### config.mk
export PLATFORM = sky130hd
export DESIGN_NAME = gwpm_gauss
export DESIGN_NICKNAME = d
export VERILOG_FILES = /design/src/sv/assert_macros.svh /design/src/sv/gwpm_pkg.sv /design/src/sv/gwpm_gauss.sv
export SDC_FILE = /design/constraint.sdc
export NUM_CORES = 2
export LEC_CHECK = 0
export ABC_CLOCK_PERIOD_IN_PS = 10750
export BUFFER_PORTS_ARGS = -buffer_cell sky130_fd_sc_hd__buf_4
export CORE_MARGIN = 1.5
export CORE_UTILIZATION = 40
export CTS_BUF_LIST = sky130_fd_sc_hd__clkbuf_8
export DETAILED_ROUTE_END_ITERATION = 8
export GPL_ROUTABILITY_DRIVEN = 1
export PLACE_DENSITY = 0.59
export SETUP_SLACK_MARGIN = 0.02
export SLEW_MARGIN = 5
export SYNTH_ARGS = -nofsm -noshare
export SYNTH_HDL_FRONTEND = slang
export SYNTH_SLANG_ARGS = --single-unit
### constraint.sdc
create_clock -name i_clk -period 10.75 [get_ports i_clk]
set_input_delay 1.075 -clock i_clk [delete_from_list [all_inputs] [get_ports i_clk]]
set_output_delay 1.075 -clock i_clk [all_outputs]
set_load 0.005 [all_outputs]
### src/sv/assert_macros.svh
// assertion macros used by the rtl top level
`ifndef ASSERT_MACROS_SVH
`define ASSERT_MACROS_SVH
`ifndef ASSERT_OFF
`define GWPM_ASSERT(lbl, clk, rstn, prop) \
    lbl: assert property (@(posedge clk) disable iff (!rstn) prop) \
        else $error("assertion failed");
`define GWPM_ASSERT_NEXT(lbl, clk, rstn, cond, expr) \
    lbl: assert property (@(posedge clk) disable iff (!rstn) (cond) |=> (expr)) \
        else $error("assertion failed");
`else
`define GWPM_ASSERT(lbl, clk, rstn, prop)
`define GWPM_ASSERT_NEXT(lbl, clk, rstn, cond, expr)
`endif
`endif

### src/sv/gwpm_pkg.sv
// types and constants of the gaussian weighted pixel merge
package gwpm_pkg;

    localparam int RAD_W = 24;
    localparam int OFF_W = 12;
    localparam int PIX_W = 16;
    localparam int POS_W = 12;
    localparam int CFG_W = 13;
    localparam int SUM_W = 48;
    localparam int WT_W  = 32;
    localparam int FAC_W = 16;

    localparam logic [PIX_W-1:0] ONE_Q15 = 16'd32768;
    localparam logic [CFG_W-1:0] MAX_SIZE = 13'd4096;

    // reciprocals for floor division by six and by twenty-four
    localparam logic [23:0] RECIP_6  = 24'd11184811;
    localparam int          SHIFT_6  = 26;
    localparam logic [20:0] RECIP_24 = 21'd1398102;
    localparam int          SHIFT_24 = 25;

    localparam logic CFG_WIDTH  = 1'b0;
    localparam logic CFG_HEIGHT = 1'b1;

    typedef struct packed {
        logic [RAD_W-1:0] radiance_r;
        logic [RAD_W-1:0] radiance_g;
        logic [RAD_W-1:0] radiance_b;
        logic [OFF_W-1:0] offset_x;
        logic [OFF_W-1:0] offset_y;
        logic             last_sample;
    } t_sample;

    typedef struct packed {
        logic [PIX_W-1:0] pixel_r;
        logic [PIX_W-1:0] pixel_g;
        logic [PIX_W-1:0] pixel_b;
        logic [POS_W-1:0] pixel_col;
        logic [POS_W-1:0] pixel_row;
    } t_pixel;

    typedef struct packed {
        logic mul;
        logic acc;
        logic div_start;
    } t_lane_ctrl;

endpackage

### src/sv/gwpm_gauss.sv
// gaussian factor of one sub-pixel offset, series evaluated on one shared multiplier
module gwpm_gauss #(
    parameter int OFFSET_BITS = 12
) (
    input  logic                         i_clk,
    input  logic                         i_rst_n,
    input  logic                         i_start,
    input  logic [gwpm_pkg::OFF_W-1:0]   i_offset,
    output logic                         o_done,
    output logic [gwpm_pkg::FAC_W-1:0]   o_factor
);

    typedef enum logic [2:0] {G_IDLE, G_SQ, G_T2, G_T3, G_T4, G_REC, G_SUM} t_gstate;

    localparam logic [OFFSET_BITS-1:0] HALF = OFFSET_BITS'(1) << (OFFSET_BITS - 1);
    localparam int SQ_SHIFT = 39 - 2 * OFFSET_BITS;

    t_gstate r_state;
    logic [OFFSET_BITS-1:0] r_d;
    logic [29:0] r_t;
    logic [26:0] r_t2;
    logic [23:0] r_t3;
    logic [20:0] r_t4;
    logic [21:0] r_q6;
    logic [16:0] r_q24;

    logic [15:0]            off16;
    logic [OFFSET_BITS-1:0] u;
    logic [OFFSET_BITS-1:0] n_d;
    logic [2*OFFSET_BITS-1:0] dd;
    logic [63:0]            t_wide;
    logic [29:0]            mul_a;
    logic [29:0]            mul_b;
    logic [59:0]            mul_p;
    logic [47:0]            p6;
    logic [41:0]            p24;
    logic [33:0]            e;

    assign off16 = 16'(i_offset);
    assign u     = off16[OFFSET_BITS-1:0];
    assign n_d   = (u >= HALF) ? (u - HALF) : (HALF - u);
    assign dd    = (2*OFFSET_BITS)'(r_d) * (2*OFFSET_BITS)'(r_d);
    assign t_wide = (64'(dd) << SQ_SHIFT) >> 8;

    always_comb begin
        mul_a = r_t;
        case (r_state)
            G_T2:    mul_b = r_t;
            G_T3:    mul_b = 30'(r_t2);
            G_T4:    mul_b = 30'(r_t3);
            default: mul_b = r_t;
        endcase
    end

    assign mul_p = 60'(mul_a) * 60'(mul_b);
    assign p6    = 48'(r_t3) * 48'(gwpm_pkg::RECIP_6);
    assign p24   = 42'(r_t4) * 42'(gwpm_pkg::RECIP_24);
    assign e     = (34'd1 << 32) - 34'(r_t) + 34'(r_t2 >> 1) - 34'(r_q6) + 34'(r_q24);

    always_ff @(posedge i_clk) begin
        if (!i_rst_n) begin
            r_state <= G_IDLE;
            o_done  <= 1'b0;
        end else begin
            o_done <= (r_state == G_SUM);
            case (r_state)
                G_IDLE: begin
                    if (i_start) begin
                        r_d     <= n_d;
                        r_state <= G_SQ;
                    end
                end
                G_SQ: begin
                    r_t     <= t_wide[29:0];
                    r_state <= G_T2;
                end
                G_T2: begin
                    r_t2    <= mul_p[58:32];
                    r_state <= G_T3;
                end
                G_T3: begin
                    r_t3    <= mul_p[55:32];
                    r_state <= G_T4;
                end
                G_T4: begin
                    r_t4    <= mul_p[52:32];
                    r_state <= G_REC;
                end
                G_REC: begin
                    r_q6    <= p6[gwpm_pkg::SHIFT_6 +: 22];
                    r_q24   <= p24[gwpm_pkg::SHIFT_24 +: 17];
                    r_state <= G_SUM;
                end
                G_SUM: begin
                    o_factor <= 16'((e + 34'd65536) >> 17);
                    r_state  <= G_IDLE;
                end
                default: r_state <= G_IDLE;
            endcase
        end
    end

endmodule

==> results.txt <==
----------------------------------------------------
[Yosys]
  Average cell area after synthesis ... 9.89 sq um
  Proportion of netlist area held by the largest area contributor ... 42.9%
  Count of state elements after synthesis ... 165
  Cell taking the most area after synthesis ... fa_1
  Fraction of registers with async set/reset ... 0%
  Mapped Area ... 49,400 sq um
  Top post-synthesis cells by area ... fa_1, ha_1, inv_1
  Number of unique standard cell types used by synthesis ... 75
  Part of the Yosys area used for sequential elements ... 9.95%
  Ys flop type ... edfxtp_1
  Cells after synthesis ... 4,995
  Warning count from the yosys run ... 0
  EDFF count, synth ... 161

[Min path]
  Beginning of the worst hold path ... r_state[2]
  Hold Path Depth ... 2
  Min-Delay Path Class ... reg -> reg

[Clock tree]
  Max Buffers Root-to-Sink ... 2
  TritonCTS clock tree ... yes
  CTS buffer count ... 17
  Cts hold-fix bufs ... 0
  Sinks on Clock Net ... 165
  Clk slew on worst S/H paths ... 100 ps
  Worst-skew pair later-pin latency ... 570 ps
  Number of instances resized during post-cts repair ... 0
  Post-CTS setup repair buffer count ... 0
  Clock tree root driver cell ... clkbuf_8
  Number of H-tree levels ... 4

[Route]
  Violation count after the first detailed-route iteration ... 1,851
  Total length of routed wires ... 133,000 um
  Remaining antenna violation count ... 0
  Number of remaining DRC errors ... 0
  Average routed wire per standard cell ... 20.0 um
  Vias per cell ... 5.00
  Total vias in the final route ... 33,300
  Number of search-and-repair iterations in the first detailed-routing pass ... 5

[Finish]
  Most frequent cells in the layout ... inv_1, fa_1, ha_1
  Sequential cell area in the final layout ... 4910 sq um
  Area taken by multi-input logic gates ... 38,900 sq um
  Total Nets Final ... 6,839
  Share of post-route cells with drive strength above 1 ... 3.98%
  Final-layout fill cell count ... 11,900
  Area growth from synthesis to final layout ... 6.11%
  Leading cell type in the layout, fill and taps excluded ... inv_1

[Outcome]
  Run status ... completed

[Floorplanning]
  Number of rows created at floorplan ... 128
  Height of the die ... 354 um
  Std-Cell Core Area ... 122,000 sq um
  Die Wd ... 354 um
  Effective utilization at floorplan ... 40.4%
  Count of boundary I/O pins ... 32
  Die area ... 126,000 sq um

[Timing]
  Total negative slack for setup checks ... 0 ps
  Tcrit/Tclk final ... 86.6%
  Final Critical Period ... 9300 ps
  Final Max Slew Viols ... 0
  Final hold violation count ... 0
  Least-Margin Pin Slew ... 1090 ps
  Highest achievable clock rate ... 0.107 GHz
  Final worst clock skew ... 37.2 ps
  RSZ-0062 raised after global routing ... false
  Worst-case headroom to the max-slew limit ... 27.2%
  Final setup violation count ... 0

[GRT]
  Via count of the first global-routing pass ... 36,600
  GR Util All Layers ... 22.2%
  Initial antenna violation count ... 1
  First-pass GRT wire length ... 212,000 um
  Total grt overflow ... 0
  Largest net degree at the start of global routing ... 40

[Placed design]
  DPL Wire Length ... 114,000 um
  Port bufs ... 31
  Final weighted congestion in routability-driven placement ... 0.921

[Setup path]
  Startpoint type of the worst setup path ... register
  Crit path capture ... r_t2[25]
  Reg-to-reg critical path endpoint ... r_t2[25]
  Standard cell with the maximum stage delay on the critical path ... a31oi_2
  Number of buffers and inverters on the critical path ... 4
  Reg-to-reg critical path startpoint ... r_state[2]
  Arrival time at the worst endpoint ... 9620 ps
  Number of cells on the worst reg-to-reg path ... 27
  Highest net fanout along the worst path ... 24
  Number of cells on the critical path ... 27
  Library cell appearing most often on the critical path ... fa_1
  Largest stage delay on the critical path ... 740 ps
  Crit Path Category ... reg -> reg
  Required arrival time at the worst endpoint ... 11,070 ps
  Flop2flop setup slack ... 1450 ps
  Crit path launch ... r_state[2]
  Cell class contributing the biggest share of worst-path delay ... adder cells
  Critical path capture point type ... register

[Run]
  Max-cap violations ... 0

----------------------------------------------------
-- worst register-to-register path: cells and delay by family (launching register included) --
family,cells,cell delay (ps)
fa+ha+maj,8,3800
compound gates,5,2070
simple gates,9,1950
flops,1,560
buf+inv,4,520
xor+xnor,1,160
-- state kept, by name, summed over array words and instances, names as in the netlist --
name and count:
r_t2 27, r_t3 24, mul_a 22, r_q6 22
r_t4 21, r_q24 17, o_factor 16, r_d 12
r_state 3, o_done 1
-- per-stage QoR --
| stage | hold slack (ps) | cells | setup WS (ps) | instance area (sq um) | utilization, % |
|---|---|---|---|---|---|
| 2_1_floorplan | 464 | 5022 | 2750 | 49500 | - |
| 3_3_place_gp | 631 | 6616 | 1660 | 52000 | 42.6 |
| 3_5_place_dp | 635 | 6616 | 1520 | 52000 | 42.6 |
| 4_1_cts | 654 | 6648 | 1490 | 52400 | 42.9 |
| 5_1_grt | 712 | 6648 | 1060 | 52400 | 42.9 |
| 6_report | 657 | 6650 | 1450 | 52400 | 42.9 |
-- metal layers --
metal | global-route usage (%) | wire (um)
met5 | 0 | 0
met4 | 5.59 | 3580
met3 | 3.36 | 7780
met2 | 37.5 | 63900
met1 | 29.7 | 57900
-- cell usage after synthesis (all sizes together) (9+ instances only) --
| library cell | instances |
|---|---|
| o21a | 9 |
| clkbuf | 140 |
| a21o | 43 |
| a21oi | 97 |
| ha | 755 |
| and2 | 254 |
| o221ai | 12 |
| edfxtp | 161 |
| and3 | 10 |
| nand3 | 23 |
| o21ai | 51 |
| nor2 | 154 |
| nand2b | 19 |
| a211oi | 19 |
| nand4 | 13 |
| xnor2 | 77 |
| nand2 | 476 |
| a31oi | 22 |
| fa | 1059 |
| xor2 | 37 |
| inv | 1407 |
| nor3 | 29 |
| nor2b | 17 |
-- kinds of logic (layout without fill, tap and decap cells) --
group / count (synthesis) / in the layout / share of synthesized area [%]
buffers and inverters: 1553 / 1554 / 11.8
adders and majority gates: 1814 / 1814 / 62.0
other: 2 / 31 / 0.0152
DFF: 165 / 165 / 9.95
muxes: 5 / 5 / 0.106
AOI/OAI and AO/OA: 315 / 315 / 4.28
xor gates and xnor gates: 114 / 114 / 2.02
and+or+nand+nor: 1027 / 1027 / 9.82
-- cell type report --
| cell class | count | area share, % |
|---|---|---|
| antenna | 2 | 0.00955 |
| clock buffer | 17 | 0.446 |
| clock inverter | 15 | 0.339 |
| inverter | 1410 | 10.1 |
| multi-input combinational | 3304 | 74.3 |
| sequential | 165 | 9.37 |
| tap | 1625 | 3.88 |
| timing repair buffer | 112 | 1.60 |
-- how the worst min path moves through the flow --
| stage | endpoint |
|---|---|
| after floorplan | mul_a[7] |
| after global placement | r_state[2] |
| after detailed placement | r_state[2] |
| after CTS | r_state[2] |
| after global routing | r_d[0] |
| final | r_state[2] |
Power is not shown: default switching activity piles up to over one toggle a cycle in this logic, so the estimate is an artifact.
