`config.mk`:
```
export PLATFORM = sky130hd
export DESIGN_NAME = gwpm_lane
export DESIGN_NICKNAME = d
export VERILOG_FILES = /design/src/sv/assert_macros.svh /design/src/sv/gwpm_pkg.sv /design/src/sv/gwpm_lane.sv
export SDC_FILE = /design/constraint.sdc
export NUM_CORES = 1
export LEC_CHECK = 0
export ABC_AREA = 1
export BUFFER_PORTS_ARGS = -buffer_cell sky130_fd_sc_hd__buf_4
export CAP_MARGIN = 20
export CORE_ASPECT_RATIO = 2
export CORE_MARGIN = 4
export CORE_UTILIZATION = 60
export CTS_CLUSTER_DIAMETER = 50
export DETAILED_ROUTE_END_ITERATION = 16
export PLACE_DENSITY = 0.77
export SYNTH_ARGS = -nofsm -noshare
export SYNTH_HDL_FRONTEND = slang
export SYNTH_SLANG_ARGS = --single-unit
```
`constraint.sdc`:
```
create_clock -name i_clk -period 16.2 [get_ports i_clk]
set_clock_uncertainty 0.2 [all_clocks]
set_input_delay 0 -clock i_clk [delete_from_list [all_inputs] [get_ports i_clk]]
set_output_delay 0 -clock i_clk [all_outputs]
set_load 0.005 [all_outputs]
```
`src/sv/assert_macros.svh`:
```
// assertion macros used by the rtl top level
`ifndef ASSERT_MACROS_SVH
`define ASSERT_MACROS_SVH
`ifndef ASSERT_OFF
`define GWPM_ASSERT(lbl, clk, rstn, prop) \
    lbl: assert property (@(posedge clk) disable iff (!rstn) prop) \
        else $error("assertion failed");
`define GWPM_ASSERT_NEXT(lbl, clk, rstn, cond, expr) \
    lbl: assert property (@(posedge clk) disable iff (!rstn) (cond) |=> (expr)) \
        else $error("assertion failed");
`else
`define GWPM_ASSERT(lbl, clk, rstn, prop)
`define GWPM_ASSERT_NEXT(lbl, clk, rstn, cond, expr)
`endif
`endif

```
`src/sv/gwpm_pkg.sv`:
```
// types and constants of the gaussian weighted pixel merge
package gwpm_pkg;

    localparam int RAD_W = 24;
    localparam int OFF_W = 12;
    localparam int PIX_W = 16;
    localparam int POS_W = 12;
    localparam int CFG_W = 13;
    localparam int SUM_W = 48;
    localparam int WT_W  = 32;
    localparam int FAC_W = 16;

    localparam logic [PIX_W-1:0] ONE_Q15 = 16'd32768;
    localparam logic [CFG_W-1:0] MAX_SIZE = 13'd4096;

    // reciprocals for floor division by six and by twenty-four
    localparam logic [23:0] RECIP_6  = 24'd11184811;
    localparam int          SHIFT_6  = 26;
    localparam logic [20:0] RECIP_24 = 21'd1398102;
    localparam int          SHIFT_24 = 25;

    localparam logic CFG_WIDTH  = 1'b0;
    localparam logic CFG_HEIGHT = 1'b1;

    typedef struct packed {
        logic [RAD_W-1:0] radiance_r;
        logic [RAD_W-1:0] radiance_g;
        logic [RAD_W-1:0] radiance_b;
        logic [OFF_W-1:0] offset_x;
        logic [OFF_W-1:0] offset_y;
        logic             last_sample;
    } t_sample;

    typedef struct packed {
        logic [PIX_W-1:0] pixel_r;
        logic [PIX_W-1:0] pixel_g;
        logic [PIX_W-1:0] pixel_b;
        logic [POS_W-1:0] pixel_col;
        logic [POS_W-1:0] pixel_row;
    } t_pixel;

    typedef struct packed {
        logic mul;
        logic acc;
        logic div_start;
    } t_lane_ctrl;

endpackage

```
`src/sv/gwpm_lane.sv`:
```
// one color lane: weighted accumulation and restoring division
module gwpm_lane (
    input  logic                        i_clk,
    input  logic                        i_rst_n,
    input  gwpm_pkg::t_lane_ctrl        i_ctrl,
    input  logic [gwpm_pkg::RAD_W-1:0]  i_rad,
    input  logic [15:0]                 i_weight,
    input  logic [gwpm_pkg::WT_W-1:0]   i_wt_total,
    output logic                        o_busy,
    output logic [gwpm_pkg::PIX_W-1:0]  o_pixel
);

    logic [39:0] r_prod;
    logic [47:0] r_sum;
    logic [32:0] r_den;
    logic [32:0] r_rem;
    logic [15:0] r_low;
    logic [15:0] r_quo;
    logic [3:0]  r_cnt;

    logic [48:0] sum_ext;
    logic [48:0] num;
    logic [32:0] den;
    logic [33:0] trial;
    logic        q_bit;
    logic [15:0] n_quo;

    assign sum_ext = 49'(r_sum) + 49'(r_prod);
    assign num     = 49'(r_sum) + 49'(i_wt_total);
    assign den     = {i_wt_total, 1'b0};
    assign trial   = {r_rem, r_low[15]};
    assign q_bit   = (trial >= 34'(r_den));
    assign n_quo   = {r_quo[14:0], q_bit};

    always_ff @(posedge i_clk) begin
        if (!i_rst_n) begin
            r_sum  <= '0;
            o_busy <= 1'b0;
        end else begin
            if (i_ctrl.mul) begin
                r_prod <= 40'(i_rad) * 40'(i_weight);
            end
            if (i_ctrl.acc) begin
                r_sum <= sum_ext[48] ? '1 : sum_ext[47:0];
            end
            if (i_ctrl.div_start) begin
                r_sum <= '0;
                r_den <= den;
                r_low <= num[15:0];
                r_rem <= num[48:16];
                r_quo <= '0;
                r_cnt <= 4'd15;
                if (num >= {den, 16'd0}) begin
                    o_pixel <= gwpm_pkg::ONE_Q15;
                end else begin
                    o_busy <= 1'b1;
                end
            end else if (o_busy) begin
                r_rem <= q_bit ? 33'(trial - 34'(r_den)) : trial[32:0];
                r_low <= {r_low[14:0], 1'b0};
                r_quo <= n_quo;
                r_cnt <= r_cnt - 4'd1;
                if (r_cnt == 4'd0) begin
                    o_busy  <= 1'b0;
                    o_pixel <= (n_quo > gwpm_pkg::ONE_Q15) ? gwpm_pkg::ONE_Q15 : n_quo;
                end
            end
        end
    end

endmodule

```
==> results of run 1 <==
-- power groups by stage --
stage	combinational (mW)	clock (mW)	sequential (mW)
finish	5.15	0.484	0.910
global route	5.77	0.501	0.915
CTS	5.08	0.481	0.908
detailed placement	5.05	0	0.919
global placement	5.02	0	0.918
floorplan	3.65	0	0.897
-- routing by layer --
metal / share of wire / global-route usage
met5: 0.00029 / 0
met2: 0.51 / 0.7145
met1: 0.29 / 0.3497
met3: 0.068 / 0.08822
met4: 0.13 / 0.3972
-- tightest hold or removal path, delay by kind of cell --
| family | cells | cell delay (ps) |
|---|---|---|
| buffers and inverters | 3 | 410 |
| AND/OR/NAND/NOR | 1 | 50 |
-- cells in the final DEF (no fill, tap or decap), drive strengths merged, types with 12 or more instances in the layout --
cell,n
nand2,1030
inv,899
nor2,347
fa,309
ha,249
a21oi,227
o21ai,185
nand3,177
edfxtp,156
buf,105
xor2,78
dfxtp,49
xnor2,45
dlygate4sd3,41
nor3,40
nand3b,33
a31oi,26
nand4,25
clkbuf,22
o21bai,21
nor4,12
-- what timing repair did --
action	4_1_cts	5_1_grt
hold buffers	41	0
endpoints found under the hold margin	150	0
setup buffers	0	0
resized for setup	0	0
-- layout make-up --
| cell class | instances | share of cell area |
|---|---|---|
| diodes | 1 | 0.00007881 |
| clock inverters | 12 | 0.004611 |
| inverters | 894 | 0.1057 |
| well taps | 638 | 0.02514 |
| flip-flops and latches | 205 | 0.1784 |
| multi-input cells | 2851 | 0.6327 |
| repair buffers | 147 | 0.03811 |
| clock buffers | 21 | 0.01521 |
-- final timing paths --
kind / endpoint / from
worst max register to register: o_pixel[7] / r_sum[0]
worst max-delay path: r_prod[34] / i_rad[0]
worst min-delay path: r_prod[31] / i_ctrl[2]
worst min register to register: r_low[9] / r_low[8]
-- flip-flops by register name, summed over array words and instances (netlist names) --
signal   flops
o_busy       1
o_pixel     16
r_cnt        4
r_den       32
r_low       16
r_prod      40
r_quo       15
r_rem       33
r_sum       48
-- logic make-up after synthesis --
| kind of cell | synth area share |
|---|---|
| buf+inv | 0.1306 |
| compound gates | 0.09233 |
| simple gates | 0.2349 |
| fa+ha+maj | 0.3141 |
| flops | 0.1913 |
| xor+xnor | 0.03664 |
-- metrics by stage --
| step | instances | setup WS [ps] | instance area [µm²] |
|---|---|---|---|
| floorplan | 4068 | 10400 | 29610 |
| global placement | 4689 | 9302 | 30660 |
| detailed placement | 4690 | 9330 | 30670 |
| CTS | 4764 | 9542 | 31710 |
| global route | 4768 | 9162 | 31750 |
| finish | 4769 | 9393 | 31750 |
==> flow_summary.json, run 1 <==
{
  "final_nets": 4753,
  "clk_pin_slew_ps": 80,
  "start_util": 0.6087,
  "p_per_area_nw_per_um2": 206.0,
  "dieArea_um2": 53180,
  "cp.required_ps": 16270,
  "fin_crit_sh": 0.4202,
  "rsz0062_at_grt": "false",
  "cp-start-kind": "input pin",
  "rows": 114,
  "worst_slew_pin_slew_ps": 1151,
  "wirelength_um": 104800,
  "switching_power_mw": 3.658,
  "vias_per_cell": 5.762,
  "ant_nets": 0,
  "overflow": 0,
  "numCtsBuffers": 19,
  "fin_hold_ws_ps": 11.00,
  "clk_latency_ps": 530,
  "crit_path_max_incr_delay_ps": 860,
  "setup_viol": 0,
  "pin_count": 94,
  "combPwrFrac": 0.787,
  "crit_type": "in -> reg",
  "clkPwrFrac": 0.074,
  "peakVddDrop_v": 0.0001808,
  "cp_cell_sequence": "dlygate4sd3_1 -> buf_4 -> nand2_1 -> fa_1 -> fa_1 -> inv_1 -> fa_1 -> fa_1 -> fa_1 -> inv_1 -> fa_1 -> inv_1 -> ha_1 -> nand2_1 -> nor2_1 -> inv_1 -> nor2_1 -> inv_1 -> nor4_2 -> a21oi_1 -> o21bai_2 -> nand2_1 -> nand3_1 -> nand2_1",
  "grt_pass1_wl_um": 159200,
  "clockRootBuffer": "clkbuf_16",
  "ys.flop_type": "edfxtp_1",
  "async_flop_share": 0,
  "min_period_ps": 6807,
  "setup_tns_ps": 0,
  "worstPathArrival_ps": 6870,
  "critPathBufInv": 7,
  "p_total_mw": 6.542,
  "num_vias": 27480,
  "synthCells": 4068,
  "yosys.area.top_type": "fa_1",
  "syn_to_final_growth_pct": 7.235,
  "synthTopCellsByArea": "fa_1 21%, edfxtp_1 16%, nand2_1 13%, inv_1 11%, ha_1 11%",
  "cp_num_cells": 24,
  "worstSetupEndpointType": "register",
  "drt_iter0_drc": 1759,
  "drc": 0,
  "fillers": 4431,
  "worst-path-max-fanout": 16,
  "seq_area_frac_synth": 0.1913,
  "ff_latch_area_um2": 5665,
  "crit_slowest_cell": "nor4_2",
  "wire_per_inst_um": 21.98,
  "clock_sinks": 205,
  "slew_violations": 0,
  "worstHoldPathCells": 4,
  "synth_common_cells": "1018 x nand2_1, 889 x inv_1, 342 x nor2_1, 309 x fa_1, 249 x ha_1",
  "crit_family": "adder cells",
  "ff2ff_setup_slack_ps": 9970,
  "seq_power_share": 0.139,
  "slew_headroom": 0.2246,
  "die_x_um": 165.1,
  "p_sw_frac": 0.5591,
  "yosys_warnings": 0,
  "synth_area_um2": 29610,
  "multi_input_area_um2": 20090,
  "crit_path_frequent_cell": "fa_1",
  "final-hold-violation-count": 0,
  "drive_gt1_frac": 0.04625,
  "antenna_found_initial": 3,
  "ys_ff_latch": 205,
  "tritoncts": "yes",
  "fin_util": 0.6528,
  "place.port_buffers": 93,
  "rr_worst_depth": 29,
  "cts_htree_levels": 1,
  "leakage_nw": 16.53,
  "gp_congestion": 1.061,
  "clockBufferDepth": 3,
  "die_h_um": 322.2,
  "maxCapViolations": 0,
  "grt_max_degree": 73,
  "fmax_mhz": 146.9,
  "synth_top_area_share": 0.2089,
  "hold_class": "in -> reg",
  "yosysUniqueCellTypes": 57,
  "yosysMostFrequentCell": "nand2_1",
  "core-area_um2": 48640,
  "firstDrtPassIters": 9,
  "avgSynthCellArea_um2": 7.278,
  "grt_util_all_layers": 0.3994,
  "cell_internal_pwr_mw": 2.884,
  "grt_pass1_vias": 29300,
  "outcome": "finished, final reports clean",
  "synth_edf_count": 156,
  "syn-num-nets": 4703,
  "place_hpwl_um": 83800
}
Power figures use the tool's default switching activity.
==> run 2: changes to the inputs <==
clock period = 6.36 ns   (was 16.2 ns; I/O delays follow)
==> flow_summary.json, run 2 (same netlist as run 1, synthesis figures left out) <==
{
  "outcome": "finished, final reports clean",
  "numCtsBuffers": 19,
  "rr_worst_depth": 27,
  "fin_area_um2": 31840,
  "overflow": 0,
  "timing.critical_path.from": "r_sum[27]",
  "wirelength_um": 103300,
  "place.port_buffers": 93,
  "rsz0062_at_grt": "false",
  "r2r_end": "o_busy",
  "peakVddDrop_v": 0.0004369,
  "grt_max_degree": 73,
  "worstReg2RegStart": "r_sum[27]",
  "cp-start-kind": "register",
  "cp.required_ps": 6580,
  "core-area_um2": 48640,
  "clk_latency_ps": 530,
  "clock_sinks": 205,
  "die_x_um": 165.1,
  "layoutNonFillerInstCount": 4788,
  "grt_pass1_wl_um": 157600,
  "slew_violations": 0,
  "final_cell_mix": "1018 x nand2_1, 888 x inv_1, 341 x nor2_1",
  "maxCapViolations": 0,
  "wire_per_inst_um": 21.57,
  "firstDrtPassIters": 5,
  "final_common_cell": "nand2_1",
  "ant_nets": 0,
  "worstHoldPathCells": 4,
  "grt_pass1_vias": 29220,
  "worstSetupEndpointType": "register",
  "grt_util_all_layers": 0.3964,
  "rows": 114,
  "final_nets": 4772,
  "die_h_um": 322.2,
  "setup_viol": 0,
  "fmax_mhz": 167.8,
  "worstPathArrival_ps": 6180,
  "syn_to_final_growth_pct": 7.530,
  "worst-path-max-fanout": 4,
  "tritoncts": "yes",
  "clockRootBuffer": "clkbuf_16",
  "min_period_ps": 5959,
  "final-hold-violation-count": 0,
  "clk_pin_slew_ps": 70,
  "setup_tns_ps": 0,
  "vias_per_cell": 5.702,
  "hp-start": "i_ctrl[2]",
  "insertedDiodeCount": 0,
  "max_flop_register": "r_sum",
  "clockBufferDepth": 3,
  "dp_cells": 4709,
  "hold_class": "in -> reg",
  "top_regs": "r_sum (48), r_prod (40), r_rem (33)",
  "dpl-instance-area_um2": 30810,
  "cts_htree_levels": 1,
  "p_total_mw": 16.70,
  "drive_gt1_frac": 0.05108,
  "leakage_nw": 16.60,
  "ff2ff_setup_slack_ps": 400,
  "dieArea_um2": 53180,
  "crit_type": "reg -> reg",
  "drt_iter0_drc": 1671,
  "largest_register_ffs": 48,
  "worst_slew_pin_slew_ps": 1148,
  "num_vias": 27300,
  "start_util": 0.6087,
  "gp_congestion": 1.065,
  "antenna_found_initial": 3,
  "pin_count": 94,
  "fin_crit_sh": 0.9369,
  "p_per_area_nw_per_um2": 524.4,
  "hold_end": "r_prod[33]",
  "drc": 0,
  "slew_headroom": 0.2264,
  "place_hpwl_um": 83220
}
-- run 2: how the worst max path moves through the flow --
stage            endpoint  depth (start not counted)
6_report           o_busy                         27
5_1_grt            o_busy                         25
4_1_cts        r_prod[34]                         25
3_5_place_dp   r_prod[34]                         24
3_3_place_gp   r_prod[34]                         24
2_1_floorplan  r_prod[24]                         22
-- run 2: per-layer routing --
layer	routed length [µm]	track usage	vias up
met5	37	0	-
met4	13660	0.4028	6
met3	6928	0.09321	600
met2	52530	0.7078	1179
met1	30100	0.3408	12810
li1	-	-	12710
-- run 2: cell type report --
class	count	area, µm²
fill	4531	16800
clock buffer	23	494.2
sequential	205	5665
tap	638	798.3
timing repair buffer	166	1346
clock inverter	11	80.08
inverter	894	3356
multi-input combinational	2851	20100
-- run 2: power by group --
| part | internal, mW | total (mW) | switching [mW] | leakage (nW) |
|---|---|---|---|---|
| registers | 2.20 | 2.32 | 0.121 | 1.87 |
| clock network | 0.571 | 1.12 | 0.549 | 0.285 |
| logic | 4.71 | 13.3 | 8.55 | 14.4 |
| total | 7.48 | 16.7 | 9.22 | 16.6 |
-- run 2: what timing repair did --
| action | CTS | global route |
|---|---|---|
| endpoints found under the setup margin | 0 | 17 |
| hold endpoints to repair | 154 | 0 |
| hold buffers | 40 | 0 |
| setup buffers | 0 | 2 |
| gates resized for setup | 0 | 2 |
-- run 2: critical path, cell delays in order (launching register included) --
cell	delay, ps
dfxtp_1	360
ha_1	580
nand2_1	210
nor2_1	170
inv_1	90
nor3_1	230
inv_1	110
nor2_1	160
nand3_1	110
nand3_1	510
xor2_1	300
ha_1	390
nand2_1	60
nor2_1	160
nand2_1	200
nor2_1	160
nand2_1	70
nor2_1	110
nand2_1	70
nor2_1	90
nand3_1	70
nor2_1	130
nand3_1	380
nand2_1	160
nand3_1	80
nand2_1	90
dlygate4sd3_1	550
inv_1	40
-- run 2: stage by stage --
stage	util	worst slack [ps]	hold slack (ps)
finish	0.6546	401.2	12.16
global route	0.6546	174.7	38.55
CTS	0.6535	462.6	17.55
detailed placement	0.6335	60.21	14.59
global placement	0.6335	130.7	14.08
floorplan	-	560.1	-101.1
==> run 3: changes to the inputs <==
CORE_ASPECT_RATIO = default   (was 2)
==> flow_summary.json, run 3 (same netlist as run 1, synthesis figures left out) <==
{
  "peakVddDrop_v": 0.0005672,
  "die_h_um": 230.1,
  "clockRootBuffer": "clkbuf_16",
  "leakage_nw": 16.64,
  "place.port_buffers": 93,
  "wirelength_um": 86520,
  "max_flop_register": "r_sum",
  "crit_slowest_cell": "fa_1",
  "worst-path-max-fanout": 16,
  "min_period_ps": 5885,
  "clk_pin_slew_ps": 60,
  "slew_violations": 0,
  "final_common_cell": "nand2_1",
  "ant_nets": 0,
  "final-hold-violation-count": 0,
  "overflow": 0,
  "drt_iter0_drc": 1858,
  "routed-wl-met2_um": 43280,
  "wire_per_inst_um": 17.96,
  "top_regs": "r_sum (48), r_prod (40), r_rem (33)",
  "largest_register_ffs": 48,
  "cts_htree_levels": 1,
  "hold_class": "in -> reg",
  "die_x_um": 230.1,
  "worstSetupEndpointType": "register",
  "final_nets": 4770,
  "crit_type": "in -> reg",
  "tritoncts": "yes",
  "dieArea_um2": 52960,
  "insertedDiodeCount": 0,
  "firstDrtPassIters": 10,
  "drc": 0,
  "grt_max_degree": 73,
  "syn_to_final_growth_pct": 8.050,
  "place_hpwl_um": 72090,
  "pin_count": 94,
  "crit_family": "adder cells",
  "cp-start-kind": "input pin",
  "final_cell_mix": "1018 x nand2_1, 888 x inv_1, 341 x nor2_1",
  "gp_congestion": 1.038,
  "slew_headroom": 0.4165,
  "antenna_found_initial": 0,
  "crit_path_frequent_cell": "fa_1",
  "critPathBufInv": 8,
  "grt_pass1_wl_um": 139300,
  "fin_crit_sh": 0.9253,
  "wl_met3_um": 4809,
  "grt_pass1_vias": 27300,
  "clk_latency_ps": 550,
  "grt_util_all_layers": 0.3283,
  "worst_slew_pin_slew_ps": 868.5,
  "clock_sinks": 205,
  "post-cts-setup-buffer-count": 0,
  "drive_gt1_frac": 0.05008,
  "setup_viol": 0,
  "outcome": "finished, final reports clean",
  "maxCapViolations": 0,
  "cp.required_ps": 6470,
  "core-area_um2": 48850,
  "fillers": 4452,
  "p_total_mw": 16.25,
  "m1WireLength_um": 32190,
  "rsz0062_at_grt": "false",
  "numCtsBuffers": 24,
  "routed.top_layer": "met4",
  "clockBufferDepth": 3,
  "crit_path_max_incr_delay_ps": 560,
  "rows": 81,
  "p_per_area_nw_per_um2": 508.0,
  "vias_per_cell": 5.473,
  "setup_tns_ps": 0,
  "fmax_mhz": 169.9,
  "worstPathArrival_ps": 6000,
  "start_util": 0.6061,
  "num_vias": 26370
}
==> run 3: cell types whose count changed in the layout (fill, tap and decap cells not counted), sizes merged <==
cell         previous run  this run
clkbuf                 25        33
buf                   124       118
clkinvlp                1         3
inv                   899       897
dlygate4sd3            40        41
==> run 3: where the power goes <==
group | total [mW] | internal [mW] | switching, mW
clock network | 1.32 | 0.739 | 0.579
registers | 2.32 | 2.20 | 0.116
logic | 12.6 | 4.64 | 7.98
==> run 3: routing by layer <==
metal | GRT usage | vias up
met3 | 0.02911 | 296
li1 | - | 12720
met5 | 0 | -
met1 | 0.3715 | 12320
met4 | 0.1958 | 0
met2 | 0.6016 | 1029
==> run 3: final cells by class <==
cell class	count	area, µm²	area share
Inverter	894	3356	0.1049
Timing Repair Buffer	159	1296	0.04052
Clock buffer	33	654.4	0.02045
Sequential cell	205	5665	0.1771
Clock inverter	11	111.4	0.003481
Multi-Input combinational cell	2851	20080	0.6276
Tap cell	664	830.8	0.02597
==> run 3: timing repair <==
action / 4_1_cts / 5_1_grt
hold buffers: 41 / 0
hold endpoints to repair: 198 / 0
resized for setup: 0 / 0
==> run 3: worst paths after layout <==
check	startpoint	end	slack, ps	depth (start not counted)
max reg2reg	r_sum[0]	o_busy	730	29
min reg2reg	r_low[0]	r_low[1]	330	2
min	i_ctrl[2]	r_prod[39]	10	4
max	i_rad[0]	r_prod[34]	480	25
==> run 3: worst reg2reg max path, delay by kind of cell, from the launching register on <==
| family | cells | cell delay (ps) |
|---|---|---|
| fa+ha+maj | 3 | 950 |
| simple gates | 20 | 2840 |
| buf+inv | 5 | 1000 |
| xor+xnor | 1 | 150 |
| flops | 1 | 400 |
==> run 3: per-stage QoR <==
step	area [µm²]	util	hold WS, ps	std cells	setup slack [ps]
2_1_floorplan	29610	-	-101.1	4068	560.1
3_3_place_gp	30820	0.6308	11.44	4732	378.5
3_5_place_dp	30820	0.6308	12.21	4732	337.8
4_1_cts	31990	0.6549	4.651	4817	517.3
5_1_grt	31990	0.6549	18.05	4817	169.2
6_report	31990	0.6549	11.92	4817	475.3
